### config.mk
export PLATFORM = sky130hd
export DESIGN_NAME = chained_xor_word_cipher
export DESIGN_NICKNAME = d
export VERILOG_FILES = /design/src/rtl/core/cxwc_pkg.sv /design/src/rtl/core/chained_xor_word_cipher.sv /design/src/rtl/core/cxwc_key_store.sv
export SDC_FILE = /design/constraint.sdc
export NUM_CORES = 1
export LEC_CHECK = 0
export BUFFER_PORTS_ARGS = -buffer_cell sky130_fd_sc_hd__buf_2
export CAP_MARGIN = 0
export CORE_UTILIZATION = 55
export CTS_BUF_LIST = sky130_fd_sc_hd__clkbuf_8 sky130_fd_sc_hd__clkbuf_16
export CTS_CLUSTER_DIAMETER = 60
export DETAILED_ROUTE_END_ITERATION = 16
export MAX_ROUTING_LAYER = met4
export PLACE_DENSITY = 0.72
export SYNTH_ARGS = -nofsm -noshare
export SYNTH_HDL_FRONTEND = slang
export SYNTH_SLANG_ARGS = --single-unit
### constraint.sdc
create_clock -name clk -period 10.2 [get_ports clk]
set_input_delay 2.04 -clock clk [delete_from_list [all_inputs] [get_ports clk]]
set_output_delay 2.04 -clock clk [all_outputs]
set_load 0.1 [all_outputs]
### src/rtl/core/cxwc_pkg.sv
// ----------------------------------------------------------------------------
// cxwc_pkg
// Shared types, constants and helpers for the chained XOR word cipher.
// ----------------------------------------------------------------------------
package cxwc_pkg;

  localparam int WORD_W        = 32;
  localparam int KEY_SLOT_W    = 4;
  localparam int BYTE_COUNT_W  = 3;
  localparam int KEY_LENGTH_W  = 5;
  localparam int CFG_INDEX_W   = 1;
  localparam int CFG_DATA_W    = 5;
  localparam int KEY_WORDS_DEF = 16;

  localparam logic [WORD_W-1:0] CHAIN_INIT = '1;

  // request kinds
  localparam logic REQ_DATA = 1'b0;
  localparam logic REQ_KEY  = 1'b1;

  // configuration register indexes
  localparam logic [CFG_INDEX_W-1:0] CFG_CIPHER_MODE = 1'd0;
  localparam logic [CFG_INDEX_W-1:0] CFG_KEY_LENGTH  = 1'd1;

  localparam logic MODE_ENCRYPT = 1'b0;

  localparam logic [KEY_LENGTH_W-1:0] KEY_LENGTH_RST = 5'd1;

  typedef logic [WORD_W-1:0] word_t;

  // Valid low bytes of a last word; zero or four and above means a full word.
  function automatic word_t byte_mask(input logic [BYTE_COUNT_W-1:0] count);
    word_t m;
    unique case (count)
      3'd1:    m = 32'h0000_00FF;
      3'd2:    m = 32'h0000_FFFF;
      3'd3:    m = 32'h00FF_FFFF;
      default: m = 32'hFFFF_FFFF;
    endcase
    return m;
  endfunction

endpackage

### src/rtl/core/chained_xor_word_cipher.sv
// ----------------------------------------------------------------------------
// chained_xor_word_cipher
// Streams 32-bit words through key XOR and plaintext chaining with checksum.
//
// Request channel (req_valid / req_stall) carries either a data word or a
// key store write. A key write updates the key store at acceptance and
// produces no result. A data word produces one result on the response
// channel (rsp_valid / rsp_stall): out_word, running_sum and sum_final.
// An accepted data item is registered in the execute stage and then in the
// result register on rsp_*. Throughput: one item per cycle while the response
// side is free; the key store read is issued at acceptance and the chaining
// XOR and checksum add are done in the execute stage. A key write followed
// directly by a data word reading that slot sees the new key.
// When rsp_stall holds, the result stays registered; one more data item
// waits in the execute stage and req_stall rises only then.
// Reset (rst, synchronous) empties both stages, sets chaining to all ones,
// the key pointer and checksum to zero, encrypt mode and key length one.
// Key store contents are not touched by reset.
// The user must write configuration (cfg_we, cfg_index, cfg_data) only while idle; the block does not enforce it.
// ----------------------------------------------------------------------------
module chained_xor_word_cipher
  import cxwc_pkg::*;
#(
  parameter int KEY_WORDS = KEY_WORDS_DEF
) (
  input  logic                    clk,
  input  logic                    rst,
  input  logic                    cfg_we,
  input  logic [CFG_INDEX_W-1:0]  cfg_index,
  input  logic [CFG_DATA_W-1:0]   cfg_data,
  input  logic                    req_valid,
  output logic                    req_stall,
  input  logic                    req_type,
  input  logic [KEY_SLOT_W-1:0]   key_slot,
  input  logic [WORD_W-1:0]       word_data,
  input  logic [BYTE_COUNT_W-1:0] byte_count,
  input  logic                    buffer_last,
  output logic                    rsp_valid,
  input  logic                    rsp_stall,
  output logic [WORD_W-1:0]       out_word,
  output logic [WORD_W-1:0]       running_sum,
  output logic                    sum_final
);

  localparam int PTR_W = (KEY_WORDS > 1) ? $clog2(KEY_WORDS) : 1;
  localparam int EXT_W = ((PTR_W > KEY_SLOT_W) ? PTR_W : KEY_SLOT_W) + 1;

  logic                    cipher_mode;
  logic [KEY_LENGTH_W-1:0] key_length;

  logic [PTR_W-1:0] key_pointer, key_pointer_next;
  word_t            chain_word, checksum_acc;

  logic  s1_valid, s1_last;
  word_t s1_raw, s1_mask;

  logic accept, data_accept, key_accept, s1_move;

  logic [EXT_W-1:0] slot_ext, len_ext, eff_len, ptr_inc;
  logic [PTR_W-1:0] wr_addr;
  word_t            mask_in, key_word, res, plain, sum;

  // configuration
  always_ff @(posedge clk) begin
    if (rst) begin
      cipher_mode <= MODE_ENCRYPT;
      key_length  <= KEY_LENGTH_RST;
    end else if (cfg_we) begin
      unique case (cfg_index)
        CFG_CIPHER_MODE: cipher_mode <= cfg_data[0];
        CFG_KEY_LENGTH:  key_length  <= cfg_data;
        default:         ;
      endcase
    end
  end

  // handshake
  assign s1_move     = s1_valid && (!rsp_valid || !rsp_stall);
  assign req_stall   = s1_valid && !s1_move;
  assign accept      = req_valid && !req_stall;
  assign data_accept = accept && (req_type == REQ_DATA);

  // key write address
  assign slot_ext   = EXT_W'(key_slot);
  assign wr_addr    = slot_ext[PTR_W-1:0];
  assign key_accept = accept && (req_type == REQ_KEY) && (slot_ext < EXT_W'(KEY_WORDS));

  cxwc_key_store #(
    .DEPTH (KEY_WORDS),
    .AW    (PTR_W)
  ) u_key_store (
    .clk     (clk),
    .wr_en   (key_accept),
    .wr_addr (wr_addr),
    .wr_data (word_data),
    .rd_en   (data_accept),
    .rd_addr (key_pointer),
    .rd_data (key_word)
  );

  // key pointer
  assign len_ext = EXT_W'(key_length);
  always_comb begin
    if (len_ext == '0) begin
      eff_len = EXT_W'(1);
    end else if (len_ext > EXT_W'(KEY_WORDS)) begin
      eff_len = EXT_W'(KEY_WORDS);
    end else begin
      eff_len = len_ext;
    end
    ptr_inc = EXT_W'(key_pointer) + EXT_W'(1);
    if (buffer_last || (ptr_inc >= eff_len)) begin
      key_pointer_next = '0;
    end else begin
      key_pointer_next = ptr_inc[PTR_W-1:0];
    end
  end

  always_ff @(posedge clk) begin
    if (rst) begin
      key_pointer <= '0;
    end else if (data_accept) begin
      key_pointer <= key_pointer_next;
    end
  end

  // execute stage
  assign mask_in = buffer_last ? byte_mask(byte_count) : '1;

  always_ff @(posedge clk) begin
    if (rst) begin
      s1_valid <= 1'b0;
    end else if (data_accept) begin
      s1_valid <= 1'b1;
    end else if (s1_move) begin
      s1_valid <= 1'b0;
    end
  end

  always_ff @(posedge clk) begin
    if (data_accept) begin
      s1_raw  <= word_data & mask_in;
      s1_mask <= mask_in;
      s1_last <= buffer_last;
    end
  end

  assign res   = (s1_raw ^ key_word ^ chain_word) & s1_mask;
  assign plain = (cipher_mode == MODE_ENCRYPT) ? s1_raw : res;
  assign sum   = checksum_acc + plain;

  always_ff @(posedge clk) begin
    if (rst) begin
      chain_word   <= CHAIN_INIT;
      checksum_acc <= '0;
    end else if (s1_move) begin
      chain_word   <= s1_last ? CHAIN_INIT : plain;
      checksum_acc <= s1_last ? '0 : sum;
    end
  end

  // result register
  always_ff @(posedge clk) begin
    if (rst) begin
      rsp_valid <= 1'b0;
    end else if (s1_move) begin
      rsp_valid <= 1'b1;
    end else if (!rsp_stall) begin
      rsp_valid <= 1'b0;
    end
  end

  always_ff @(posedge clk) begin
    if (s1_move) begin
      out_word    <= res;
      running_sum <= sum;
      sum_final   <= s1_last;
    end
  end

endmodule

### src/rtl/core/cxwc_key_store.sv
// ----------------------------------------------------------------------------
// cxwc_key_store
// Key word memory: one write port, one registered read port.
// ----------------------------------------------------------------------------
module cxwc_key_store
  import cxwc_pkg::*;
#(
  parameter int DEPTH = KEY_WORDS_DEF,
  parameter int AW    = (DEPTH > 1) ? $clog2(DEPTH) : 1
) (
  input  logic          clk,
  input  logic          wr_en,
  input  logic [AW-1:0] wr_addr,
  input  word_t         wr_data,
  input  logic          rd_en,
  input  logic [AW-1:0] rd_addr,
  output word_t         rd_data
);

  word_t mem [DEPTH];

  always_ff @(posedge clk) begin
    if (wr_en) begin
      mem[wr_addr] <= wr_data;
    end
  end

  always_ff @(posedge clk) begin
    if (rd_en) begin
      rd_data <= mem[rd_addr];
    end
  end

endmodule

# Word-level counts from Yosys, hierarchy flattened
# Memories as Yosys holds them, arrays and structs flattened. A register that Yosys moved wholly into a read port is not among the register bits.
# Cells that the tools add are included.
op_classes:
  bitwise_logic: 6
  addsub: 2
  n_mux: 14
  n_lt_le_gt_ge: 3
  eq_ne: 4
  n_reduce_logical: 16
ops:
  columns: ["operator", "n"]
  rows:
  - ["two-way mux 32 bit", 4]
  - ["case mux 32 bit (3 select lines)", 1]
  - ["bitwise AND 32 bit", 2]
  - ["XOR 32 bit", 2]
  - ["adder 32 bit", 1]
  - ["two-way mux 5 bit", 2]
  - ["== test 3 x 2 -> 1 bit, second input constant", 2]
  - ["logical AND 1 bit", 6]
  - ["two-way mux 1 bit", 6]
  - ["adder 4 x 1 -> 5 bit, second input constant", 1]
  - ["greater-or-equal comparator 5 bit", 1]
  - ["> comparator 5 bit, second input constant", 1]
  - ["logical NOT 5 bit", 1]
  - ["less-than comparator 4 x 5 -> 1 bit, second input constant", 1]
  - ["logical NOT 1 bit", 4]
  - ["two-way mux 4 bit", 1]
  - ["AND reduction 2 bit", 2]
  - ["== test 3 x 1 -> 1 bit, second input constant", 1]
  - ["logical OR 1 bit", 2]
  - ["!= test 2 x 1 -> 1 bit, second input constant", 1]
  - ["NOT 1 bit", 2]
  - ["nonzero test 2 bit", 1]
word_totals:
  input_bits: 52
  memories: 1
  ram_bits: 512
  regBits: 206
  elab_cells: 59
  output_inout_bits: 67
memory_table:
  columns: ["memory", "depth", "width", "read_ports", "rd_clocked_by_memory_dff", "wr", "line_no", "text"]
  rows:
  - ["u_key_store.mem", 16, 32, 1, 1, 1, "cxwc_key_store.sv:20", "word_t mem [DEPTH];"]

# Longest topological paths before layout
depth:
  ltp_word: 11
  ltp_mapped: 13
  mapped_depth_nobuf: 13

# By module
# Synthesis repeated with hierarchy kept, for this count alone.
hier_totals:
  hier_cells: 1623
  hier_area_um2: 29076.6
by_module_without_submodules:
  columns: ["mod", "n_inst", "seq_area_each_um2", "cells_per_inst", "area_per_inst_um2"]
  rows:
  - ["cxwc_key_store", 1, 16335.7, 838, 20174.3]
  - ["chained_xor_word_cipher", 1, 4554.4, 785, 8902.3]

# Least setup slack after synthesis
# OpenSTA, ideal clock, no wires.
synth_timing:
  kind: "input-to-reg"
  start: "input port rsp_stall"
  end: "memory u_key_store.mem[0][0] in the netlist's numbering, enable pin"
  arrival_time_ps: 4887
  required_time_ps: 9739
  n_path_buf: 0
  path_stages: 4
  setup_slack_ps: 4851
  setup_ps: 461
  cell_sequence: "nand3_1 -> nand3_1 -> or3_1 -> nor3_1"
synth_via:
  elab_chain_len: 11
synth_lines:
  columns: ["element", "line_no", "text"]
  rows:
  - ["start: declaration", "chained_xor_word_cipher.sv:39", "input logic rsp_stall,"]
  - ["logical NOT 1 bit", null, null]
  - ["logical OR 1 bit", "chained_xor_word_cipher.sv:78", "assign s1_move = s1_valid && (!rsp_valid || !rsp_stall);"]
  - ["logical AND 1 bit", "chained_xor_word_cipher.sv:78", null]
  - ["logical NOT 1 bit", "chained_xor_word_cipher.sv:79", "assign req_stall = s1_valid && !s1_move;"]
  - ["logical AND 1 bit", "chained_xor_word_cipher.sv:79", null]
  - ["logical NOT 1 bit", "chained_xor_word_cipher.sv:80", "assign accept = req_valid && !req_stall;"]
  - ["logical AND 1 bit", "chained_xor_word_cipher.sv:80", null]
  - ["logical AND 1 bit (2 in series)", "chained_xor_word_cipher.sv:86", "assign key_accept = accept && (req_type == REQ_KEY) && (slot_ext < EXT_W'(KEY_WORDS));"]
  - ["two-way mux 1 bit", "cxwc_key_store.sv:23", "if (wr_en) begin"]
  - ["two-way mux 1 bit (implied by the code)", "cxwc_key_store.sv:24", "mem[wr_addr] <= wr_data;"]
  - ["end: declaration", "cxwc_key_store.sv:20", null]
# Every way passes these cells.

# Worst setup path after layout
layout_timing:
  start: "input port rsp_stall"
  end: "output port req_stall"
layout_via:
  elab_chain_len: 5
layout_lines:
  columns: ["element", "line_no", "text"]
  rows:
  - ["logical NOT 1 bit", null, null]
  - ["logical OR 1 bit", "chained_xor_word_cipher.sv:78", null]
  - ["logical AND 1 bit", "chained_xor_word_cipher.sv:78", null]
  - ["logical NOT 1 bit", "chained_xor_word_cipher.sv:79", null]
  - ["logical AND 1 bit", "chained_xor_word_cipher.sv:79", null]
  - ["end: declaration", "chained_xor_word_cipher.sv:32", "output logic req_stall,"]
# Every way passes these cells.

==> results.toml <==
[worst_setup_path]
crit_required_ns = 8.16
path_max_fanout = 4
crit_arrival_ns = 2.78
endpoint_kind = "output port"
r2r_setup_slack_ns = 6.42
start_kind = "input pin"
crit_type = "input pin to output port"

[clock_tree]
cts_tree = "done"
clk_latency_ns = 0.60
root_buffer = "clkbuf_16"
clkTransAtPathRegs_ns = 0.06
ctsResizeCount = 0
clock_sinks = 721
cts_setup_buffers = 0
cts_buffers = 75
cts_buffer_depth = 3
cts_max_level = 3
hold_buffers = 0

[place]
gp_congestion = 0.914
dp_slack_ns = 5.38
place_area_mm2 = 0.0307
dpl.hpwl_mm = 38.5
port_buffers = 118

[global_routing]
busiest_layer = "met2"
grt_pass1_wl_mm = 94.0
antenna_found_initial = 5
grt_use_met1 = 0.326
grt_overflow_total = 0
grt_pass1_vias = 15200
track_usage = 0.247
grt_max_degree = 70
grt_use_met3 = 0.0460
gr-usage-met2 = 0.394

[floorplan]
start_util = 0.556
io_pins = 119
placeableCoreArea_mm2 = 0.0526
fp-row-count = 84
die_h_um = 232
chipWidth_um = 232
die-area_mm2 = 0.0540

[route]
drtIter0Drc = 1347
wl_per_cell_um = 25.1
drt_wl_total_mm = 62.8
drc = 0
via_count = 15000
drt_pre_antenna_iters = 5
drtAntennaViolNets = 0
vias_per_cell = 5.98

[yosys]
synthTopCellsByArea = "edfxtp_1, mux4_2, dfxtp_1"
synth_edf_count = 645
syn_area_mm2 = 0.0292
yosys.area.top_type = "edfxtp_1"
avgSynthCellArea_um2 = 18.4
synth_common_cells = "edfxtp_1, mux4_2, xnor2_1"
yosysTopAreaCellShare = 0.663
ys_seq_area_frac = 0.715
ys_async_sr_fraction = 0
ys_warn_count = 0
synth_ff_type = "edfxtp_1"
synthCells = 1589
ys_seq_elements = 721
ys_types = 65
yosysMostFrequentCell = "edfxtp_1"
synth_fp_nets = 1680

[timing]
finalSetupViolCount = 0
max_slew.worst_pin.slew_ns = 0.985
clock_skew_ns = 0.0191
period_needed_ns = 4.82
hold_viol = 0
slew-limit-headroom = 0.344
tns_ns = 0
finalCritPeriodShare = 0.473
final-max-slew-violation-count = 0
max_freq_mhz = 207
setup_ws_ns = 5.38
rsz0062_at_grt = "false"

[run_status]
outcome = "completed"

[job]
drv_cap = 0

[pwr]
peakVddDrop_mv = 0.116
powerDensity_mw_per_mm2 = 192
p_leak_nw = 10.9

[cells_and_area]
drive_gt1_frac = 0.272
nFillCells = 3658
area_delta_synth_final_pct = 13.8
design_area_mm2 = 0.0333
num-nets-final = 1838

[worst_hold_path]
hold_class = "register to register"
==> cells in the final DEF, fill, tap and decap left out, types with 9 or more instances in the layout <==
| cell type | instances |
|---|---|
| mux2_2 | 32 |
| ha_1 | 38 |
| dfxtp_1 | 72 |
| and2_1 | 37 |
| nand2_1 | 50 |
| buf_4 | 31 |
| nor2b_1 | 22 |
| nor2_1 | 44 |
| a22o_1 | 14 |
| inv_1 | 33 |
| o22ai_1 | 31 |
| buf_2 | 118 |
| clkinv_2 | 17 |
| o21ai_0 | 22 |
| nand2b_1 | 39 |
| nor3_1 | 13 |
| a21o_1 | 11 |
| and3_1 | 10 |
| nor2_4 | 12 |
| a21oi_1 | 42 |
| mux4_2 | 160 |
| edfxtp_1 | 645 |
| a22oi_1 | 9 |
| bufinv_16 | 9 |
| xnor2_1 | 80 |
| xor2_1 | 10 |
| clkbuf_16 | 79 |
| nand3_1 | 17 |
==> state kept, by name (all words and copies together), names as in the netlist <==
register	count
chain_word	32
checksum_acc	32
cipher_mode	1
key_length	5
key_pointer	4
out_word	32
rsp_valid	1
running_sum	32
s1_last	1
s1_mask	3
s1_raw	32
s1_valid	1
sum_final	1
u_key_store.mem	512
u_key_store.rd_data	32
==> stage by stage <==
stage	power [W]	util	hold slack [ns]	instances
after floorplan	0.00359	-	0.432	1589
after global placement	0.00369	0.585	0.442	2358
after detailed placement	0.00370	0.585	0.464	2358
final	0.00638	0.633	0.472	2499
after CTS	0.00643	0.633	0.476	2495
after global routing	0.00657	0.633	0.500	2498
==> where the power goes <==
part	leakage (nW)	switching [W]	internal (W)
sequential	6.48	0.0000236	0.00327
clock	1.29	0.00110	0.00163
combinational	3.13	0.000233	0.000108
total	10.9	0.00136	0.00502
==> area by class of cell <==
class | count | area, um2 | share of cell area
clock buffers | 79 | 1980 | 0.0594
diodes | 4 | 10.0 | 0.000301
flip-flops and latches | 721 | 20900 | 0.628
well taps | 688 | 861 | 0.0259
multi-input cells | 781 | 8090 | 0.243
inverters | 19 | 73.8 | 0.00222
clock inverters | 58 | 524 | 0.0158
repair buffers | 149 | 823 | 0.0248
==> critical path, stage by stage <==
cell,delay (ns)
buf_2,0.10
nand3_1,0.14
inv_1,0.08
buf_2,0.42
==> metal layers <==
metal | up-vias | part of all wire
met5 | - | 0
met4 | 0 | 0.020
met3 | 94 | 0.063
met2 | 477 | 0.49
met1 | 7678 | 0.42
li1 | 6703 | -
==> logic make-up (layout without fill, tap and decap cells) <==
family          count (synthesis)  in the layout  synth area share
flops                         721            721             0.715
simple gates                  264            264            0.0464
mux                           196            196             0.137
compound gates                192            192            0.0457
xor+xnor                       90             90            0.0270
buf+inv                        87            305            0.0120
fa+ha+maj                      39             39            0.0170
other cells                     0              4                 0
==> path summary, 6_finish.rpt <==
path | start | end | depth (start not counted)
setup reg to reg | cipher_mode$_SDFFE_PP0P_ | running_sum[30]$_DFFE_PP_ | 10
setup / recovery | rsp_stall | req_stall | 4
hold / removal | checksum_acc[26]$_SDFFE_PP0P_ | checksum_acc[26]$_SDFFE_PP0P_ | 2
hold reg to reg | checksum_acc[26]$_SDFFE_PP0P_ | checksum_acc[26]$_SDFFE_PP0P_ | 2
No activity file was read; power rests on OpenSTA's default activity.
